**src/hdl/ttpp_pkg.sv**
```systemverilog
// shared types, constants and helpers for the tiled texture pixel packer
// no dependencies; imported by ttpp_pack and tiled_texture_pixel_packer_top
`timescale 1ns / 1ps

package ttpp_pkg;

  // field widths
  localparam int unsigned PosW      = 10;
  localparam int unsigned ChanW     = 8;
  localparam int unsigned IndexW    = 20;
  localparam int unsigned WordW     = 32;
  localparam int unsigned FmtW      = 2;
  localparam int unsigned WLog2W    = 4;
  localparam int unsigned CfgIdxW   = 2;
  localparam int unsigned CfgDataW  = 4;

  // padded width limits, log2
  localparam int unsigned MinSizeLog2 = 3;
  localparam int unsigned MaxSizeLog2 = 10;

  // tile geometry: 8x8 tiles, 64 elements each
  localparam int unsigned TileLog2   = 3;
  localparam int unsigned MortonW    = 2 * TileLog2;
  localparam int unsigned TileNumW   = IndexW - MortonW;
  localparam int unsigned ShamtW     = 3;

  typedef enum logic [FmtW-1:0] {
    FMT_RGBA8    = 2'd0,
    FMT_RGBA4444 = 2'd1,
    FMT_RGB565   = 2'd2,
    FMT_RSVD     = 2'd3
  } fmt_e;

  typedef enum logic [CfgIdxW-1:0] {
    CFG_PIXEL_FORMAT = 2'd0,
    CFG_WIDTH_LOG2   = 2'd1,
    CFG_UNUSED_2     = 2'd2,
    CFG_UNUSED_3     = 2'd3
  } cfg_idx_e;

  typedef struct packed {
    fmt_e                fmt;
    logic [WLog2W-1:0]   wlog2;
  } cfg_t;

  // interleave the low three bits: x on even bits, y on odd bits
  function automatic logic [MortonW-1:0] morton3(input logic [TileLog2-1:0] x,
                                                 input logic [TileLog2-1:0] y);
    morton3 = {y[2], x[2], y[1], x[1], y[0], x[0]};
  endfunction

endpackage

```
**src/hdl/tiled_texture_pixel_packer_top.sv**
```systemverilog
// top level of the tiled texture pixel packer: registers, handshakes, pipeline
// depends on ttpp_pkg and ttpp_pack
`timescale 1ns / 1ps

// Takes one RGBA8 pixel with its (x, y) position per transaction and returns
// one transaction with the pixel packed as RGBA8, RGBA4444 or RGB565 and its
// element index in a texture of row-major 8x8 tiles, Morton ordered inside a
// tile (x on even bits, y on odd bits), 64 elements per tile in every format.
// Throughput is one pixel per clock while the output side is not stalling.
// A pixel is registered in the input register, then in the result register,
// with the packing and index logic between them; out_valid_o comes from the
// result register. The two-entry pipeline stalls only when both stages are
// full and the output side is stalling. Configuration writes are always
// accepted (cfg_ready_o high) and should only be issued while no pixel is
// in flight. Register 0 selects the format (code 3 packs as RGBA8);
// register 1 holds log2 of the padded width, clamped to 3..10.
// Indexes that exceed 20 bits wrap; in_range_o flags x below the width.

module tiled_texture_pixel_packer_top (
  input  logic                            clk_i,
  input  logic                            rst_ni,
  // configuration write channel
  input  logic                            cfg_valid_i,
  output logic                            cfg_ready_o,
  input  logic [ttpp_pkg::CfgIdxW-1:0]    cfg_index_i,
  input  logic [ttpp_pkg::CfgDataW-1:0]   cfg_data_i,
  // pixel input channel
  input  logic                            in_valid_i,
  output logic                            in_stall_o,
  input  logic [ttpp_pkg::PosW-1:0]       pos_x_i,
  input  logic [ttpp_pkg::PosW-1:0]       pos_y_i,
  input  logic [ttpp_pkg::ChanW-1:0]      red_i,
  input  logic [ttpp_pkg::ChanW-1:0]      green_i,
  input  logic [ttpp_pkg::ChanW-1:0]      blue_i,
  input  logic [ttpp_pkg::ChanW-1:0]      alpha_i,
  // result channel
  output logic                            out_valid_o,
  input  logic                            out_stall_i,
  output logic [ttpp_pkg::IndexW-1:0]     element_index_o,
  output logic [ttpp_pkg::WordW-1:0]      pixel_word_o,
  output logic                            in_range_o
);
  import ttpp_pkg::*;

  // configuration registers
  cfg_t cfg_q;

  // input stage
  logic               s1_valid_q;
  logic [PosW-1:0]    pos_x_q, pos_y_q;
  logic [ChanW-1:0]   red_q, green_q, blue_q, alpha_q;

  // result stage
  logic               s2_valid_q;
  logic [IndexW-1:0]  element_index_q;
  logic [WordW-1:0]   pixel_word_q;
  logic               in_range_q;

  // datapath outputs
  logic [IndexW-1:0]  element_index_d;
  logic [WordW-1:0]   pixel_word_d;
  logic               in_range_d;

  logic in_accept;
  logic s1_advance;
  logic s2_free;
  logic s1_free;

  // result stage can take new data when empty or draining this cycle
  assign s2_free    = !s2_valid_q || !out_stall_i;
  assign s1_advance = s1_valid_q && s2_free;
  assign s1_free    = !s1_valid_q || s2_free;
  assign in_stall_o = !s1_free;
  assign in_accept  = in_valid_i && s1_free;

  assign cfg_ready_o = 1'b1;

  // configuration writes, unknown indexes ignored
  always_ff @(posedge clk_i or negedge rst_ni) begin
    if (!rst_ni) begin
      cfg_q.fmt   <= FMT_RGBA8;
      cfg_q.wlog2 <= WLog2W'(MinSizeLog2);
    end else if (cfg_valid_i && cfg_ready_o) begin
      case (cfg_idx_e'(cfg_index_i))
        CFG_PIXEL_FORMAT: cfg_q.fmt   <= fmt_e'(cfg_data_i[FmtW-1:0]);
        CFG_WIDTH_LOG2:   cfg_q.wlog2 <= cfg_data_i[WLog2W-1:0];
        default: ;
      endcase
    end
  end

  // input stage control
  always_ff @(posedge clk_i or negedge rst_ni) begin
    if (!rst_ni) begin
      s1_valid_q <= 1'b0;
    end else if (s1_free) begin
      s1_valid_q <= in_valid_i;
    end
  end

  // input stage payload
  always_ff @(posedge clk_i) begin
    if (in_accept) begin
      pos_x_q <= pos_x_i;
      pos_y_q <= pos_y_i;
      red_q   <= red_i;
      green_q <= green_i;
      blue_q  <= blue_i;
      alpha_q <= alpha_i;
    end
  end

  ttpp_pack u_pack (
    .cfg_i           (cfg_q),
    .pos_x_i         (pos_x_q),
    .pos_y_i         (pos_y_q),
    .red_i           (red_q),
    .green_i         (green_q),
    .blue_i          (blue_q),
    .alpha_i         (alpha_q),
    .element_index_o (element_index_d),
    .pixel_word_o    (pixel_word_d),
    .in_range_o      (in_range_d)
  );

  // result stage control
  always_ff @(posedge clk_i or negedge rst_ni) begin
    if (!rst_ni) begin
      s2_valid_q <= 1'b0;
    end else if (s2_free) begin
      s2_valid_q <= s1_valid_q;
    end
  end

  // result stage payload
  always_ff @(posedge clk_i) begin
    if (s1_advance) begin
      element_index_q <= element_index_d;
      pixel_word_q    <= pixel_word_d;
      in_range_q      <= in_range_d;
    end
  end

  assign out_valid_o     = s2_valid_q;
  assign element_index_o = element_index_q;
  assign pixel_word_o    = pixel_word_q;
  assign in_range_o      = in_range_q;

  // an accepted pixel always lands in the input stage
  assert property (@(posedge clk_i) disable iff (!rst_ni)
    in_accept |=> s1_valid_q)
    else $error("accepted pixel not captured");

  // a full, stalled pipeline keeps both pixels
  assert property (@(posedge clk_i) disable iff (!rst_ni)
    (s1_valid_q && s2_valid_q && out_stall_i) |=> (s1_valid_q && s2_valid_q))
    else $error("pixel lost while stalled");

  // input stalls only when both stages are full and the output is blocked
  assert property (@(posedge clk_i) disable iff (!rst_ni)
    in_stall_o |-> (s1_valid_q && s2_valid_q && out_stall_i))
    else $error("input stalled with room in the pipeline");

endmodule

```
**src/hdl/ttpp_pack.sv**
```systemverilog
// address and pixel packing datapath, purely combinational
// depends on ttpp_pkg
`timescale 1ns / 1ps

module ttpp_pack (
  input  ttpp_pkg::cfg_t                  cfg_i,
  input  logic [ttpp_pkg::PosW-1:0]       pos_x_i,
  input  logic [ttpp_pkg::PosW-1:0]       pos_y_i,
  input  logic [ttpp_pkg::ChanW-1:0]      red_i,
  input  logic [ttpp_pkg::ChanW-1:0]      green_i,
  input  logic [ttpp_pkg::ChanW-1:0]      blue_i,
  input  logic [ttpp_pkg::ChanW-1:0]      alpha_i,
  output logic [ttpp_pkg::IndexW-1:0]     element_index_o,
  output logic [ttpp_pkg::WordW-1:0]      pixel_word_o,
  output logic                            in_range_o
);
  import ttpp_pkg::*;

  logic [WLog2W-1:0]     wl;
  logic [ShamtW-1:0]     shamt;
  logic [TileNumW-1:0]   row_base;
  logic [TileNumW-1:0]   tile_num;
  logic [PosW:0]         width;

  // clamp the width register into its legal range
  always_comb begin
    wl = cfg_i.wlog2;
    if (wl < WLog2W'(MinSizeLog2)) begin
      wl = WLog2W'(MinSizeLog2);
    end else if (wl > WLog2W'(MaxSizeLog2)) begin
      wl = WLog2W'(MaxSizeLog2);
    end
  end

  assign shamt    = ShamtW'(wl - WLog2W'(MinSizeLog2));
  assign row_base = TileNumW'(pos_y_i[PosW-1:TileLog2]) << shamt;
  assign tile_num = row_base + TileNumW'(pos_x_i[PosW-1:TileLog2]);

  assign element_index_o = {tile_num,
                            morton3(pos_x_i[TileLog2-1:0], pos_y_i[TileLog2-1:0])};

  assign width      = (PosW+1)'(1) << wl;
  assign in_range_o = ({1'b0, pos_x_i} < width);

  always_comb begin
    case (cfg_i.fmt)
      FMT_RGBA4444: pixel_word_o = {16'h0000, red_i[7:4], green_i[7:4],
                                    blue_i[7:4], alpha_i[7:4]};
      FMT_RGB565:   pixel_word_o = {16'h0000, red_i[7:3], green_i[7:2], blue_i[7:3]};
      default:      pixel_word_o = {red_i, green_i, blue_i, alpha_i};
    endcase
  end

endmodule
```
**config.mk**
```make
export PLATFORM = sky130hd
export DESIGN_NAME = tiled_texture_pixel_packer_top
export DESIGN_NICKNAME = d
export VERILOG_FILES = /design/src/hdl/ttpp_pkg.sv /design/src/hdl/tiled_texture_pixel_packer_top.sv /design/src/hdl/ttpp_pack.sv
export SDC_FILE = /design/constraint.sdc
export NUM_CORES = 1
export LEC_CHECK = 0
export BUFFER_PORTS_ARGS = -buffer_cell sky130_fd_sc_hd__buf_2
export CAP_MARGIN = 20
export CORE_MARGIN = 10
export CORE_UTILIZATION = 48
export CTS_CLUSTER_SIZE = 25
export DETAILED_ROUTE_END_ITERATION = 8
export HOLD_SLACK_MARGIN = 0.12
export PLACE_DENSITY = 0.81
export REMOVE_ABC_BUFFERS = 1
export SYNTH_ARGS = -nofsm -noshare
export SYNTH_HDL_FRONTEND = slang
export SYNTH_SLANG_ARGS = --single-unit
```
**constraint.sdc**
```tcl
create_clock -name clk_i -period 4.4 [get_ports clk_i]
set_input_delay 1.32 -clock clk_i [delete_from_list [all_inputs] [get_ports clk_i]]
set_output_delay 1.32 -clock clk_i [all_outputs]
set_load 0.1 [all_outputs]
```
==> metrics <==
MaxCap Viol Count 0; clock period minus worst slack 4.11 ns; finished layout cell area 6450 µm²; Antenna diodes 0; main flop type after synthesis edfxtp_1; routed length per instance 17.0 µm; largest fanout on the critical path 18; RSZ-0062 raised after global routing no; max-slew violation count 0; share of synthesized area occupied by flip-flops and latches 66.1%; via count of the first global-routing pass 3409; Max Clk Rate 0.243 GHz; master cell of the clock root buffer clkbuf_8; largest cells by area after synthesis edfxtp_1 (62%), ha_1 (6.2%), o21ai_0 (3.1%), dfrtp_1 (3.0%), nand2_1 (2.8%); Std-Cell Rows 37; worst path required time 4.66 ns; overall routed net length 11000 µm; TritonCTS clock tree yes; outcome completed; number of endpoints failing setup at the final stage 0; leading cell types by count after synthesis edfxtp_1 (105), nand2_1 (38), o21ai_0 (31), ha_1 (25), and2_1 (18); clock buffer count from CTS 17; die height 123 µm; register clock-pin slew on the reported worst setup and hold paths 0.06 ns; non-filler instance count after layout 647; Post-synth ARST share 7.08%; cell count of the worst hold path 0; total via count after detailed routing 3308; Die Footprint 15100 µm²; leftover overflow at the end of global routing 0; number of iterations in the first detailed-routing pass 5; R2R depth 18; gr busiest metal met2; placement-stage cell area 5820 µm²; number of synthesized flops with an enable pin 105; antenna violations before repair 0; worst slack at placement 0.138 ns; Gate Count Post-Synth 367; Syn. warnings 0; largest voltage drop on the vdd net 0.000491 V; classification of the worst-slack hold path reg -> reg; Power Density 685 nW/µm²; Yosys reg bits 113; pin count of the biggest net entering global routing 49; CP Data Arrival Time 4.36 ns; Synth cell types 52; post-route antenna net violation count 0; effective utilization at floorplan 49.2%; routing usage on met1 17.1%; type of the setup path with the least slack reg -> reg; Sinks on Clock Net 113; leakage 0.00263 µW; Clk Latency, worst-skew pair 0.50 ns; # DRC 0; fraction of final layout cells sized beyond drive strength 1 36.2%; Starting DRT DRC Count 278; Worst setup EP type register; Layout Area Growth over Synthesis 27.1%; HPWL after detailed placement 8060 µm; number of buffers on the longest clock path 2; # port buffers 117; synthesized area per cell 13.8 µm²; utilization after layout 62.5%; Die Width 123 µm; via/cell ratio 5.11; nets@finish 587; met3 layer usage reported by global route 4.41%; Total GRT Usage 14.6%; transition at the pin with the smallest max-transition slack 0.613 ns; max_slew headroom 59.0%; last weighted congestion value of the routability-driven placer 0.825; placed insts 610; biggest area consumer among synthesized cells edfxtp_1; global-route wire length before repair 17200 µm; post-synth design cell area 5080 µm²; most frequent cell after synthesis edfxtp_1; core region area 10300 µm²; Max Clock Skew 0.00731 ns; share of the clock period used by the worst path after layout 93.4%; Yosys top cell area share 62.1%; Worst Slack Setup Final 0.292 ns; global routing met2 resource utilization 24.7%; Hold Vio Cnt, Final 0; Clock H-tree levels 4; worst hold slack across all endpoints 0.424 ns; startpoint type of the worst setup path register; I/O pin count 119
metal layers:
layer  up-vias  wire length (µm)
met4         0                88
met2       125              5550
met3        11               965
met5         -                 0
li1       1616                 -
met1      1556              4390
cell families after synthesis:
| group | share of synthesized area, % |
|---|---|
| AOI/OAI and AO/OA | 9.86 |
| xor gates and xnor gates | 1.87 |
| adders and majority gates | 6.55 |
| buffers and inverters | 2.51 |
| DFF | 66.1 |
| muxes | 2.88 |
| other | 0.0738 |
| and+or+nand+nor | 10.2 |
cell usage in the layout (no fill, tap or decap), drive strengths merged, types with 4 or more instances in the layout:
cell type  synthesis  final
a21oi             10     10
a22oi             12     12
and2              18     18
buf                3    127
clkbuf            12     17
clkinv             0      9
dfrtp              6      6
edfxtp           105    105
ha                25     25
inv               14     15
mux2               6      6
nand2             39     39
nand2b             6      6
nand3              5      5
nor2              16     16
nor2b              4      4
o21a               4      4
o21ai             32     32
xnor2              9      9
report_power, final:
group	switching, µW	internal [µW]
Combinational	1230	434
Clock	489	810
Sequential	63.5	1390
metrics by stage:
step / power [µW] / setup TNS (ns)
floorplan: 2810 / -69.93
global placement: 3080 / 0
detailed placement: 3110 / 0
CTS: 4420 / 0
global route: 4630 / 0
finish: 4420 / 0
state kept, by name, indices dropped and copies added (netlist names):
name / cells
s1_valid_q: 1
alpha_q: 8
element_index_o: 20
pos_y_q: 10
blue_q: 8
cfg_q: 6
pixel_word_o: 32
pos_x_q: 10
in_range_o: 1
out_valid_o: 1
green_q: 8
red_q: 8
layout make-up:
| cell class | instances | area (µm²) |
|---|---|---|
| fill | 799 | 3870 |
| sequential | 113 | 3360 |
| multi-input combinational | 225 | 1620 |
| timing repair buffer | 127 | 673 |
| clock buffer | 17 | 414 |
| tap | 136 | 170 |
| clock inverter | 15 | 161 |
| inverter | 14 | 56.3 |
worst max-delay path: stages, from the launching register on:
cell and delay [ns]:
dfstp_2 0.54, nand2b_2 0.17, o22a_4 0.21, clkinvlp_4 0.17, ha_1 0.26, ha_1 0.28, buf_4 0.20, nor3_1 0.24
ha_1 0.21, inv_1 0.05, fa_1 0.39, nor2b_1 0.16, o31a_1 0.19, o211ai_1 0.12, nand2_1 0.11, nand3_1 0.13
nor3_2 0.15, xor2_1 0.21, o21ai_2 0.06
worst paths after layout:
| kind | from | end | slack (ns) |
|---|---|---|---|
| worst min-delay path | pos_y_q[0]$_DFFE_PP_ | element_index_o[1]$_DFFE_PP_ | 0.42 |
| worst min register to register | pos_y_q[0]$_DFFE_PP_ | element_index_o[1]$_DFFE_PP_ | 0.42 |
| min in group asynchronous | rst_ni | cfg_q[4]$_DFFE_PN0P_ | 0.65 |
| max in group asynchronous | rst_ni | cfg_q[0]$_DFFE_PN1P_ | 3.51 |
| worst max register to register | cfg_q[1]$_DFFE_PN1P_ | element_index_o[18]$_DFFE_PP_ | 0.29 |
| worst max-delay path | cfg_q[1]$_DFFE_PN1P_ | element_index_o[18]$_DFFE_PP_ | 0.29 |
repair_timing:
item	in CTS	in global routing
endpoints found under the setup margin	0	4
gates resized for setup	0	5
hold buffers	0	0
buffers inserted	0	5
Note: power is estimated with default switching activity, not from simulation.
